==> src/rtl/core/vrr_pkg.sv <==
package vrr_pkg;

   // field format, signed fixed point (Q4.12)
   localparam int COMP_WIDTH = 16;
   localparam int FRAC_BITS  = 12;

   // internal widths, sized from the value ranges that the field format allows
   localparam int PROD_W = 2 * COMP_WIDTH;      // dir * norm
   localparam int DOT_W  = 23;                  // dot product and clipped cosine
   localparam int W_W    = 26;                  // v +/- scaled normal
   localparam int P_W    = 28;                  // scaled perpendicular part
   localparam int SQ_W   = 44;                  // rounded square of one component
   localparam int LSQ_W  = 46;                  // squared length and its distance from one
   localparam int ROOT_W = 28;                  // square root result
   localparam int SN_W   = 32;                  // root * norm, rounded
   localparam int O_W    = 34;                  // unclamped result

   localparam logic OP_REFLECT = 1'b0;
   localparam logic OP_REFRACT = 1'b1;

   typedef logic signed [COMP_WIDTH-1:0] comp_type;

endpackage

==> src/rtl/core/vrr_sqrt.sv <==
module vrr_sqrt #(
   parameter int ROOT_W = vrr_pkg::ROOT_W
) (
   input  logic                  clock,
   input  logic                  reset,
   input  logic                  in_valid,
   input  logic [2*ROOT_W-1:0]   in_rad,
   output logic                  out_valid,
   output logic [ROOT_W-1:0]     out_root
);

   localparam int RAD_W = 2 * ROOT_W;
   localparam int REM_W = ROOT_W + 2;
   localparam int CND_W = REM_W + 2;

   // one result bit per stage, restoring method
   logic              vld_ff  [1:ROOT_W];
   logic [REM_W-1:0]  rem_ff  [1:ROOT_W];
   logic [ROOT_W-1:0] root_ff [1:ROOT_W];
   logic [RAD_W-1:0]  rad_ff  [1:ROOT_W];

   logic              cur_vld  [ROOT_W];
   logic [REM_W-1:0]  cur_rem  [ROOT_W];
   logic [ROOT_W-1:0] cur_root [ROOT_W];
   logic [RAD_W-1:0]  cur_rad  [ROOT_W];

   assign cur_vld[0]  = in_valid;
   assign cur_rem[0]  = '0;
   assign cur_root[0] = '0;
   assign cur_rad[0]  = in_rad;

   for (genvar k = 1; k < ROOT_W; k++) begin : g_link
      assign cur_vld[k]  = vld_ff[k];
      assign cur_rem[k]  = rem_ff[k];
      assign cur_root[k] = root_ff[k];
      assign cur_rad[k]  = rad_ff[k];
   end

   for (genvar k = 0; k < ROOT_W; k++) begin : g_stage
      logic [CND_W-1:0] cand_in;
      logic [CND_W-1:0] trial_in;
      logic [CND_W-1:0] diff_in;
      logic             take_in;

      always_comb begin
         cand_in  = {cur_rem[k], cur_rad[k][RAD_W-1 -: 2]};
         trial_in = CND_W'({cur_root[k], 2'b01});
         diff_in  = cand_in - trial_in;
         take_in  = (cand_in >= trial_in);
      end

      always_ff @(posedge clock) begin
         if (reset) begin
            vld_ff[k+1] <= 1'b0;
         end else begin
            vld_ff[k+1] <= cur_vld[k];
         end
      end

      always_ff @(posedge clock) begin
         rem_ff[k+1]  <= take_in ? diff_in[REM_W-1:0] : cand_in[REM_W-1:0];
         root_ff[k+1] <= {cur_root[k][ROOT_W-2:0], take_in};
         rad_ff[k+1]  <= {cur_rad[k][RAD_W-3:0], 2'b00};
      end
   end

   assign out_valid = vld_ff[ROOT_W];
   assign out_root  = root_ff[ROOT_W];

endmodule

==> config.mk <==
export PLATFORM = sky130hd
export DESIGN_NAME = vrr_sqrt
export DESIGN_NICKNAME = d
export VERILOG_FILES = /design/src/rtl/core/vrr_pkg.sv /design/src/rtl/core/vrr_sqrt.sv
export SDC_FILE = /design/constraint.sdc
export NUM_CORES = 2
export LEC_CHECK = 0
export BUFFER_PORTS_ARGS = -buffer_cell sky130_fd_sc_hd__buf_2
export CAP_MARGIN = 20
export CORE_AREA = 5 5 494 496
export CTS_BUF_LIST = sky130_fd_sc_hd__clkbuf_8
export DETAILED_ROUTE_END_ITERATION = 6
export DIE_AREA = 0 0 499 501
export GPL_TIMING_DRIVEN = 0
export HOLD_SLACK_MARGIN = 0.06
export PLACE_DENSITY = 0.55
export SLEW_MARGIN = 10
export SYNTH_ARGS = -nofsm -noshare
export SYNTH_HDL_FRONTEND = slang
export SYNTH_SLANG_ARGS = --single-unit
==> constraint.sdc <==
create_clock -name clock -period 5.8 [get_ports clock]
set_input_delay 0.58 -clock clock [delete_from_list [all_inputs] [get_ports clock]]
set_output_delay 0.58 -clock clock [all_outputs]
set_load 0.01 [all_outputs]
======== Word level (Yosys, flattened, before mapping) ========
Memory sizes are Yosys's and may differ from the RTL's.
Cells that the tools add are included.
word-level totals
  bits of input ports ..................... 59
  output and inout port bits .............. 29
  register bits ........................... 0
  logic and storage cells ................. 147
  memories ................................ 4
  bits in writable memories ............... 3164
memories
  name     words  width  rd ports  clocked after memory_dff  write ports  RTL line        source
  rad_ff   28     54     27        0                         28           vrr_sqrt.sv:20  logic [RAD_W-1:0] rad_ff [1:ROOT_W];
  rem_ff   28     30     27        0                         28           vrr_sqrt.sv:18  logic [REM_W-1:0] rem_ff [1:ROOT_W];
  root_ff  28     28     28        0                         28           vrr_sqrt.sv:19  logic [ROOT_W-1:0] root_ff [1:ROOT_W];
  vld_ff   28     1      28        0                         28           vrr_sqrt.sv:17  logic vld_ff [1:ROOT_W];
cells by class
  bitwise gates (word level) .............. 28
  $lt $le $gt $ge ......................... 28
  multiplexer cells ....................... 59
  add/subtract/negate cells ............... 28
operator list
  operator                                                                number
  32-bit by 30-bit >= comparator with 1-bit output                        27
  30-bit two-way mux                                                      28
  30-bit subtractor                                                       27
  1-bit two-way mux                                                       31
  1-bit OR                                                                28
  2-bit by 1-bit subtractor with 3-bit output (second input constant)     1
  2-bit by 1-bit >= comparator with 1-bit output (second input constant)  1

======== Depth between registers and ports, before layout ========
  word-level depth ........................ 3
  gate-level depth with buffers ........... 14
  mapped depth without buffers ............ 12

======== Worst setup path before layout ========
Ideal clock, no wire load.
  path kind ............................... register to register
  start ................................... register rem_ff[0][194] (netlist name)
  end ..................................... register rem_ff[0][237] (netlist name)
  data required time ...................... 5.666 ns
  library setup time ...................... 0.134 ns
  setup slack ............................. 2.556 ns
  data arrival time ....................... 3.110 ns
  buffers on the path ..................... 1
  period minus slack after synthesis ...... 3.244 ns
  cell stages (with the launch flop) ...... 11
  cell sequence ........................... dfxtp_1 or3_1 or2_4 or4_4 or4_1 or4_1 or4_1 buf_4 nand2_4 nor4_1 xor2_1

==> results.sh <==
export IMPL_cp_required_ps=6620
export IMPL_syn2layout_area_growth_pct=17.4
export IMPL_combPwrFrac=0.159
export IMPL_maxSlewHeadroom=0.241
export IMPL_ys_seq_elements=1958
export IMPL_r2r_cells=12
export IMPL_first_pass_iters=6
export IMPL_yosys_warnings=0
export IMPL_cts_root_buf="clkbuf_8"
export IMPL_drive_above_1_share=0.0905
export IMPL_fmax_mhz=224
export IMPL_antenna_found_initial=3
export IMPL_power_leakage_uw=0.0387
export IMPL_critPathMaxStageDelay_ps=890
export IMPL_drt_iter0_drc=2601
export IMPL_tns_ps=0
export IMPL_die_w_um=499
export IMPL_switching_share=0.280
export IMPL_hold_path_cell_count=2
export IMPL_die_area_um2=250000
export IMPL_clk_latency_ps=1050
export IMPL_path_depth=12
export IMPL_pwr_share_clk=0.357
export IMPL_critical_path_class="register to register"
export IMPL_place_port_buffers=87
export IMPL_critPathCaptureType="register"
export IMPL_crit_buf_inv=2
export IMPL_worstPathMaxFanout=10
export IMPL_num_vias=49400
export IMPL_postSynthCellCount=7003
export IMPL_crit_chain="inv_1 > ha_1 > nor2b_1 > o21ai_0 > a21oi_1 > o311ai_0 > nand3_1 > a21oi_1 > clkinv_1 > o211ai_1 > nor3_1 > xor2_1"
export IMPL_finalClockSkew_ps=108
export IMPL_clkTransAtPathRegs_ps=60
export IMPL_min_period_ps=4460
export IMPL_clock_sinks=1958
export IMPL_die_y_um=501
export IMPL_routed_wl_met3_um=6920
export IMPL_grtUsageTotal=0.120
export IMPL_crit_arrival_ps=5280
export IMPL_synth_seq_area_share=0.550
export IMPL_grt_pass1_vias=49500
export IMPL_p_int_uw=25600
export IMPL_power_frac_seq=0.484
export IMPL_finalSetupViolations=0
export IMPL_dp_hpwl_um=116000
export IMPL_cts_setup_buffers=0
export IMPL_power_density_nw_per_um2=424
export IMPL_slew_viol_final=0
export IMPL_synth_area_per_cell_um2=10.2
export IMPL_cts_tree="yes"
export IMPL_rsz0062_at_grt="no"
export IMPL_status="complete, no violations"
export IMPL_grt_max_degree=18
export IMPL_clockBufferDepth=4
export IMPL_wirelength_um=154000
export IMPL_ys_async_sr_fraction=0
export IMPL_crit_family="compound AO/OA/AOI/OAI gates"
export IMPL_m1WireLength_um=67500
export IMPL_netlist_area_um2=71300
export IMPL_min_path_type="primary input to register"
export IMPL_grt_pass1_wl_um=249000
export IMPL_tightest_slew_ps=1120
export IMPL_top_layer_used="met4"
export IMPL_hold_viol=0
export IMPL_grt_overflow=0
export IMPL_num_rows=180
export IMPL_place_gp_congestion=0.953
export IMPL_maxCapViolations=0
export IMPL_peakVddDrop_mv=0.248
export IMPL_synth_edff_count=0
export IMPL_nNetsFinal=8023
export IMPL_route_detailed_drc=0
export IMPL_vias_per_cell=4.51
export IMPL_cts_made_buffers=344
export IMPL_holdWs_ps=218
export IMPL_cp_common_cell="a21oi_1"
export IMPL_io_pins=88
export IMPL_core_area_um2=239000
export IMPL_syn_nets=7498
export IMPL_final_antenna_net_count=0
export IMPL_initial_utilization=0.298
export IMPL_ys_flop_type="dfxtp_1"
export IMPL_period_share=0.769
export IMPL_startpoint_type="register"
export IMPL_wl_met2_um=72600
export IMPL_synth_cell_types=82
export IMPL_fill_cells=24300
export IMPL_p_switching_uw=9950
export IMPL_htreeDepth=5
export IMPL_slowest_stage="a21oi_1"
export IMPL_wl_per_cell_um=14.1
placed cells by master, fill, tap and decap left out, types with 18 or more instances in the layout:
cell type | netlist | routed
mux2_2 | 53 | 53
or3_1 | 65 | 65
a31oi_1 | 32 | 32
nand4_1 | 75 | 75
nand3b_1 | 21 | 21
o21bai_1 | 33 | 33
clkinv_2 | 0 | 31
nor4_1 | 109 | 109
inv_1 | 532 | 631
o211ai_1 | 23 | 23
nor3_1 | 162 | 161
or4_1 | 55 | 55
a211oi_1 | 33 | 33
clkbuf_8 | 0 | 429
dfxtp_1 | 1958 | 1958
ha_1 | 436 | 436
nor2_1 | 398 | 398
nor2b_1 | 99 | 99
nand3_1 | 112 | 112
xor2_1 | 316 | 316
a21oi_1 | 441 | 441
and2_1 | 18 | 18
buf_2 | 3 | 93
xnor2_1 | 328 | 328
o21a_1 | 77 | 77
clkbuf_1 | 122 | 122
or2_2 | 41 | 41
dlygate4sd3_1 | 0 | 89
o21ai_0 | 386 | 386
nand2b_1 | 107 | 107
nand2_1 | 470 | 470
o31ai_1 | 38 | 38
a21o_1 | 183 | 183
and3_1 | 34 | 34
power groups by stage:
stage / combinational (uW) / clock [uW] / sequential (uW)
detailed placement: 5580 / 0 / 17500
global route: 6360 / 13900 / 17500
finish: 5640 / 12700 / 17200
global placement: 5530 / 0 / 17500
CTS: 5660 / 13300 / 17200
floorplan: 4390 / 0 / 17000
synth_stat cells (77+ instances only):
| master | instances | share of area |
|---|---|---|
| dfxtp_1 | 1958 | 0.55 |
| inv_1 | 532 | 0.028 |
| nand2_1 | 470 | 0.025 |
| a21oi_1 | 441 | 0.031 |
| ha_1 | 436 | 0.077 |
| nor2_1 | 398 | 0.021 |
| o21ai_0 | 386 | 0.027 |
| xnor2_1 | 328 | 0.040 |
| xor2_1 | 316 | 0.039 |
| a21o_1 | 183 | 0.019 |
| nor3_1 | 162 | 0.011 |
| clkbuf_1 | 122 | 0.0064 |
| nand3_1 | 112 | 0.0079 |
| nor4_1 | 109 | 0.0096 |
| nand2b_1 | 107 | 0.0094 |
| nor2b_1 | 99 | 0.0087 |
| o21a_1 | 77 | 0.0081 |
layout make-up:
type                    count  area, um^2  share of cell area
diodes                      5        12.5            0.000150
plain buffers             138         529             0.00632
clock buffers             429        5900              0.0706
inverters                 533        2000              0.0239
well taps                3185        3990              0.0476
multi-input cells        4374       29600               0.354
flip-flops and latches   1958       39200               0.468
clock inverters           156        1130              0.0135
repair buffers            179        1340              0.0160
layer usage:
layer	up-vias	global-route usage
li1	25100	-
met1	22600	0.143
met2	1208	0.206
met3	471	0.0233
met4	0	0.0629
met5	-	0
worst reg2reg max path: stages, from the launching register on:
cell	delay (ps)
dfxtp_1	330
inv_1	50
ha_1	320
nor2b_1	150
o21ai_0	250
a21oi_1	150
o311ai_0	500
nand3_1	280
a21oi_1	890
clkinv_1	680
o211ai_1	440
nor3_1	110
xor2_1	170
flip-flops by register name (all words and copies together) (netlist names):
register / cells
rem_ff: 768
rad_ff: 756
root_ff: 406
vld_ff: 28
kinds of logic (layout without fill, tap and decap cells):
logic type / Yosys count / in the layout / synth area share
flops: 1958 / 1958 / 0.550
simple gates: 1830 / 1830 / 0.129
compound gates: 1402 / 1402 / 0.121
buf+inv: 671 / 1435 / 0.0355
xor+xnor: 644 / 644 / 0.0791
fa+ha+maj: 436 / 436 / 0.0765
mux: 61 / 61 / 0.00949
other cells: 1 / 6 / 0.0000526
repair_timing:
action | 4_1_cts | 5_1_grt
resized for setup | 0 | 0
endpoints found under the hold margin | 85 | 0
hold buffers | 89 | 0
through the flow:
step | instances | total power (uW) | setup slack, ps | cell area (um^2) | utilization
floorplan | 7003 | 21300 | 2560 | 71300 | -
global placement | 10300 | 23000 | 909 | 75700 | 0.317
detailed placement | 10300 | 23100 | 911 | 75700 | 0.317
CTS | 11000 | 36100 | 856 | 83700 | 0.350
global route | 11000 | 37700 | 964 | 83700 | 0.350
finish | 11000 | 35500 | 1340 | 83700 | 0.350
path summary, 6_finish.rpt:
check             startpoint         endpoint  slack, ps
max          root_ff[0][532]   rem_ff[0][622]       1340
min               in_rad[35]    rad_ff[0][89]        220
max reg2reg  root_ff[0][532]   rem_ff[0][622]       1340
min reg2reg  rad_ff[0][1179]  rad_ff[0][1235]        250
Power figures use the tool's default switching activity.
